`config.mk`:
```
export PLATFORM = sky130hd
export DESIGN_NAME = max_priority_queue_unit
export DESIGN_NICKNAME = d
export VERILOG_FILES = /design/src/rtl/mpq_pkg.sv /design/src/rtl/max_priority_queue_unit.sv /design/src/rtl/mpq_cell.sv
export SDC_FILE = /design/constraint.sdc
export NUM_CORES = 2
export LEC_CHECK = 0
export BUFFER_PORTS_ARGS = -buffer_cell sky130_fd_sc_hd__buf_2
export CAP_MARGIN = 20
export CORE_MARGIN = 5
export CORE_UTILIZATION = 65
export CTS_CLUSTER_DIAMETER = 150
export DETAILED_ROUTE_END_ITERATION = 8
export PLACE_DENSITY = 0.82
export SLEW_MARGIN = 20
export SYNTH_ARGS = -nofsm -noshare
export SYNTH_HDL_FRONTEND = slang
export SYNTH_SLANG_ARGS = --single-unit
```
`constraint.sdc`:
```
create_clock -name clk -period 7.3 [get_ports clk]
set_input_delay 0.73 -clock clk [delete_from_list [all_inputs] [get_ports clk]]
set_output_delay 0.73 -clock clk [all_outputs]
set_load 0.02 [all_outputs]
```
`src/rtl/mpq_pkg.sv`:
```
package mpq_pkg;

  localparam int VALUE_W = 32;
  localparam int FILL_W = 5;
  localparam int CAP_W = 5;
  localparam logic [CAP_W-1:0] CAP_RESET = 5'd16;

  typedef enum logic [0:0] {
    CMD_INSERT = 1'b0,
    CMD_REMOVE = 1'b1
  } cmd_t;

  typedef enum logic [1:0] {
    ST_OK        = 2'd0,
    ST_OVERFLOW  = 2'd1,
    ST_UNDERFLOW = 2'd2
  } status_t;

  typedef struct packed {
    cmd_t                       command;
    logic signed [VALUE_W-1:0]  value;
  } in_word_t;

  typedef struct packed {
    status_t                    status;
    logic signed [VALUE_W-1:0]  removed_value;
    logic [FILL_W-1:0]          fill_count;
  } out_word_t;

  typedef struct packed {
    logic                       ins;
    logic                       rem;
    logic signed [VALUE_W-1:0]  value;
  } cell_ctl_t;

endpackage

```
`src/rtl/max_priority_queue_unit.sv`:
```
// Bounded max-priority queue of signed 32-bit values. A command is taken when
// start is high and busy is low; busy is then raised, and the result word
// appears on result with done high for exactly one cycle after that. No new
// command is taken while busy is high. The receiver cannot stall: done is a
// one-cycle strobe and the word must be captured when it is shown. The values
// live in a row of DEPTH cells kept sorted largest first; an insert moves the
// cells from the new value's place on down by one cell and a removal moves the
// whole row up by one, in a single pass, every cell comparing the new value
// with its own and looking at its neighbors. Write cfg_wr_en and cfg_wr_data
// only while no command is in flight; a capacity above DEPTH acts as DEPTH.
module max_priority_queue_unit
  import mpq_pkg::*;
#(
  parameter int DEPTH = 16
) (
  input  logic             clk,
  input  logic             rst,
  input  logic             start,
  output logic             busy,
  input  in_word_t         request,
  output logic             done,
  output out_word_t        result,
  input  logic             cfg_wr_en,
  input  logic [CAP_W-1:0] cfg_wr_data
);

  localparam int CW = $clog2(DEPTH + 1);
  localparam int MW = (CW > CAP_W) ? CW : CAP_W;

  logic [CW-1:0]             count;
  logic [CW-1:0]             count_next;
  logic [CAP_W-1:0]          capacity;
  in_word_t                  req;
  out_word_t                 result_next;
  cell_ctl_t                 ctl;
  logic                      full;
  logic                      empty;
  logic signed [VALUE_W-1:0] cell_data [DEPTH];
  logic                      cell_gt [DEPTH];

  assign full  = (MW'(count) >= MW'(capacity)) || (count >= CW'(DEPTH));
  assign empty = count == '0;

  always_comb begin
    ctl.ins   = busy && (req.command == CMD_INSERT) && !full;
    ctl.rem   = busy && (req.command == CMD_REMOVE) && !empty;
    ctl.value = req.value;

    count_next                = count;
    result_next.status        = ST_OK;
    result_next.removed_value = '0;
    if (req.command == CMD_INSERT) begin
      if (full) begin
        result_next.status = ST_OVERFLOW;
      end else begin
        count_next = count + 1'b1;
      end
    end else begin
      if (empty) begin
        result_next.status = ST_UNDERFLOW;
      end else begin
        result_next.removed_value = cell_data[0];
        count_next = count - 1'b1;
      end
    end
    result_next.fill_count = FILL_W'(count_next);
  end

  for (genvar i = 0; i < DEPTH; i++) begin : g_cell
    logic signed [VALUE_W-1:0] prev_data;
    logic                      prev_gt;
    logic signed [VALUE_W-1:0] next_data;

    if (i == 0) begin : g_first
      assign prev_data = cell_data[0];
      assign prev_gt   = 1'b0;
    end else begin : g_mid
      assign prev_data = cell_data[i-1];
      assign prev_gt   = cell_gt[i-1];
    end

    if (i == DEPTH - 1) begin : g_last
      assign next_data = cell_data[i];
    end else begin : g_inner
      assign next_data = cell_data[i+1];
    end

    mpq_cell #(
      .IDX (i),
      .CW  (CW)
    ) u_cell (
      .clk       (clk),
      .ctl       (ctl),
      .count     (count),
      .prev_data (prev_data),
      .prev_gt   (prev_gt),
      .next_data (next_data),
      .data      (cell_data[i]),
      .gt        (cell_gt[i])
    );
  end

  always_ff @(posedge clk) begin
    if (rst) begin
      busy     <= 1'b0;
      done     <= 1'b0;
      count    <= '0;
      capacity <= CAP_RESET;
    end else begin
      if (cfg_wr_en) begin
        capacity <= cfg_wr_data;
      end
      done <= busy;
      busy <= start && !busy;
      if (busy) begin
        count <= count_next;
      end
    end
  end

  always_ff @(posedge clk) begin
    if (start && !busy) begin
      req <= request;
    end
    if (busy) begin
      result <= result_next;
    end
  end

endmodule

```
`src/rtl/mpq_cell.sv`:
```
module mpq_cell
  import mpq_pkg::*;
#(
  parameter int IDX = 0,
  parameter int CW  = 5
) (
  input  logic                      clk,
  input  cell_ctl_t                 ctl,
  input  logic [CW-1:0]             count,
  input  logic signed [VALUE_W-1:0] prev_data,
  input  logic                      prev_gt,
  input  logic signed [VALUE_W-1:0] next_data,
  output logic signed [VALUE_W-1:0] data,
  output logic                      gt
);

  logic occupied;

  // The row is kept sorted largest first; an empty cell ranks below any value.
  assign occupied = count > CW'(IDX);
  assign gt = !occupied || (ctl.value > data);

  always_ff @(posedge clk) begin
    if (ctl.ins && gt) begin
      data <= prev_gt ? prev_data : ctl.value;
    end else if (ctl.rem) begin
      data <= next_data;
    end
  end

endmodule

```
==> impl_metrics.env <==
export IMPL_cts_sinks=596
export IMPL_wl_met3_um=6410
export IMPL_htree_levels=3
export IMPL_cpMostUsedCell="buf_4"
export IMPL_syn_inst=4040
export IMPL_dp_hpwl_um=76800
export IMPL_rrSetupSlack_ns=1.91
export IMPL_drtAntennaViolNets=0
export IMPL_multi_input_area_um2=21700
export IMPL_gp_congestion=0.893
export IMPL_yosys_most_used_dff="edfxtp_1"
export IMPL_die_w_um=264
export IMPL_start_kind="flip-flop"
export IMPL_synth_avg_cell_area_um2=10.4
export IMPL_finalWorstPathRequiredPeriod_ns=5.39
export IMPL_synth_most_common_cell="mux2i_1"
export IMPL_drc=0
export IMPL_wl_um=101000
export IMPL_yosys_warnings=0
export IMPL_die_y_um=264
export IMPL_io_buffers=82
export IMPL_cts_hold_buf=0
export IMPL_crit_fanout=35
export IMPL_insertion_delay_ns=0.61
export IMPL_synth_seq_cells=596
export IMPL_slew_violations=0
export IMPL_path_class="reg2reg"
export IMPL_wirelength_met1_um=42400
export IMPL_synth_top_area_share=0.418
export IMPL_cpPeakStageDelay_ns=0.79
export IMPL_tns_ns=0
export IMPL_met2_length_um=49000
export IMPL_r2r_start="ctl[0]"
export IMPL_grt_pass1_vias=30800
export IMPL_hold_viol=0
export IMPL_rsz0062_at_grt="false"
export IMPL_num_vias=30700
export IMPL_path_cells="inv_1 > ha_1 > nor2b_1 > o211ai_1 > a2111oi_0 > o31ai_1 > a21oi_4 > buf_4 > nand2_2 > nand2_1 > buf_4"
export IMPL_ir_worst_vdd_uv=197
export IMPL_synthArstFlopShare=0
export IMPL_core_um2=64200
export IMPL_hold_class="in2reg"
export IMPL_cap_violations=0
export IMPL_endpoint_kind="flip-flop"
export IMPL_crit_path_start="ctl[0]"
export IMPL_diodes=0
export IMPL_reg2reg_to="g_cell[8].u_cell.data[24]"
export IMPL_clock_fmax_ghz=0.185
export IMPL_highest_layer="met4"
export IMPL_tightest_slew_ns=1.16
export IMPL_num_fill_cells=4672
export IMPL_grt_pass1_wl_um=162000
export IMPL_finalClockSkew_ns=0.0192
export IMPL_min_period_over_period=0.739
export IMPL_max_clock_path_buffers=3
export IMPL_cts_tree="done"
export IMPL_final_area_um2=45600
export IMPL_slew_headroom=0.213
export IMPL_cts_buffers=68
export IMPL_finalSetupViolCount=0
export IMPL_grt_max_degree=66
export IMPL_gr_total_overflow=0
export IMPL_routed_via_density=6.14
export IMPL_regArea_um2=17800
export IMPL_drt_pre_antenna_iters=6
export IMPL_leakagePower_uw=0.0215
export IMPL_worstPathArrival_ns=5.64
export IMPL_initial_core_util=0.654
export IMPL_seq_area_frac_synth=0.423
export IMPL_post_cts_setup_buffers=0
export IMPL_cts_root_buf="clkbuf_16"
export IMPL_io_pins=83
export IMPL_die_area_um2=69800
export IMPL_wl_per_cell_um=20.3
export IMPL_placed_cell_area_um2=43500
export IMPL_drive_gt1_frac=0.0787
export IMPL_cp_slowest_cell="edfxtp_1"
export IMPL_synthTopCellsByArea="edfxtp_1, ha_1, mux2i_1"
export IMPL_ctsResizeCount=0
export IMPL_run_status="finished, final reports clean"
export IMPL_reg2reg_depth=11
export IMPL_ys_types=73
export IMPL_fin_nets=4655
export IMPL_grtUsageTotal=0.283
export IMPL_synth_area_um2=42000
export IMPL_clk_pin_slew_ns=0.06
export IMPL_rows=93
export IMPL_ys_top_cells_by_count="mux2i_1, edfxtp_1, inv_1"
export IMPL_antenna_found_initial=0
export IMPL_dr_first_iter_drc_count=2767
export IMPL_syn_to_final_growth_pct=8.64
export IMPL_synth_fp_nets=4603
export IMPL_crit_required_ns=7.55
export IMPL_synth_edf_count=584
export IMPL_p_per_area_nw_per_um2=190
export IMPL_yosysTopAreaCell="edfxtp_1"
export IMPL_cp_endpoint="g_cell[8].u_cell.data[24]"
## how the worst min path moves through the flow
stage | from | to | slack, ns | cells after the start
3_5_place_dp | capacity[1] | capacity[1] | 0.49 | 2
4_1_cts | request[17] | ctl[17] | 0.27 | 1
3_3_place_gp | capacity[3] | capacity[3] | 0.48 | 2
6_report | request[17] | ctl[17] | 0.30 | 1
5_1_grt | request[12] | ctl[12] | 0.28 | 1
2_1_floorplan | capacity[1] | capacity[1] | 0.46 | 2
## worst max-delay path: cells and delay by family, from the launching register on
| kind | cells | cell delay (ns) |
|---|---|---|
| AOI/OAI and AO/OA | 4 | 1.25 |
| adders and majority gates | 1 | 0.39 |
| buffers and inverters | 3 | 1.54 |
| DFF | 1 | 0.79 |
| and+or+nand+nor | 3 | 1.03 |
## state kept, by name, summed over array words and instances, names as in the netlist
name,count
capacity,5
busy,1
done,1
req,1
g_cell.u_cell.data,512
result,39
count,5
ctl,32
## layout by cell type, fill, tap and decap left out, types with 12 or more instances in the layout
| cell type | count |
|---|---|
| clkinv_1 | 14 |
| a221oi_1 | 12 |
| nand2_1 | 215 |
| nand4_1 | 114 |
| nor4_1 | 20 |
| mux2i_1 | 637 |
| and3_1 | 35 |
| inv_1 | 526 |
| a211oi_1 | 12 |
| a21o_1 | 57 |
| nand3_1 | 28 |
| o21ai_0 | 102 |
| mux2_2 | 36 |
| ha_1 | 521 |
| nor3_1 | 22 |
| clkbuf_1 | 18 |
| nor2_1 | 237 |
| buf_2 | 82 |
| buf_4 | 76 |
| clkbuf_16 | 69 |
| o211ai_1 | 27 |
| a21oi_1 | 405 |
| o21ai_1 | 64 |
| edfxtp_1 | 584 |
| o21a_1 | 12 |
| nor2b_1 | 32 |
## cell families (layout without fill, tap and decap cells)
| family | Yosys count | count (layout) | share of synthesized area |
|---|---|---|---|
| AOI/OAI and AO/OA | 773 | 773 | 0.106 |
| xor gates and xnor gates | 4 | 4 | 0.000835 |
| adders and majority gates | 521 | 521 | 0.155 |
| buffers and inverters | 704 | 805 | 0.0654 |
| DFF | 596 | 596 | 0.423 |
| muxes | 678 | 678 | 0.163 |
| and+or+nand+nor | 764 | 764 | 0.0861 |
## where the power goes
| part | switching [uW] | internal [uW] |
|---|---|---|
| combinational | 808 | 495 |
| sequential | 112 | 3950 |
| clock | 1400 | 1910 |
## metrics by stage
stage / worst slack [ns] / hold slack [ns] / total power [uW] / utilization / instances
2_1_floorplan: 2.01 / 0.460 / 5020 / - / 4040
3_3_place_gp: 2.09 / 0.475 / 5340 / 0.677 / 4876
3_5_place_dp: 1.97 / 0.487 / 5410 / 0.677 / 4876
4_1_cts: 1.95 / 0.267 / 8700 / 0.710 / 4995
5_1_grt: 1.72 / 0.278 / 9020 / 0.710 / 4996
6_report: 1.91 / 0.296 / 8680 / 0.710 / 4996
## area by class of cell
| type | instances | share of cell area |
|---|---|---|
| clock buffers | 87 | 0.0393 |
| clock inverters | 32 | 0.00620 |
| inverters | 527 | 0.0434 |
| multi-input cells | 2740 | 0.476 |
| flip-flops and latches | 596 | 0.390 |
| well taps | 855 | 0.0235 |
| repair buffers | 159 | 0.0221 |
## routing by layer
metal	track usage	vias to the layer above
met1	0.372	14600
met3	0.0396	231
met4	0.0966	0
li1	-	14800
met5	0	-
met2	0.486	1089
(Power assumes the default switching activity.)
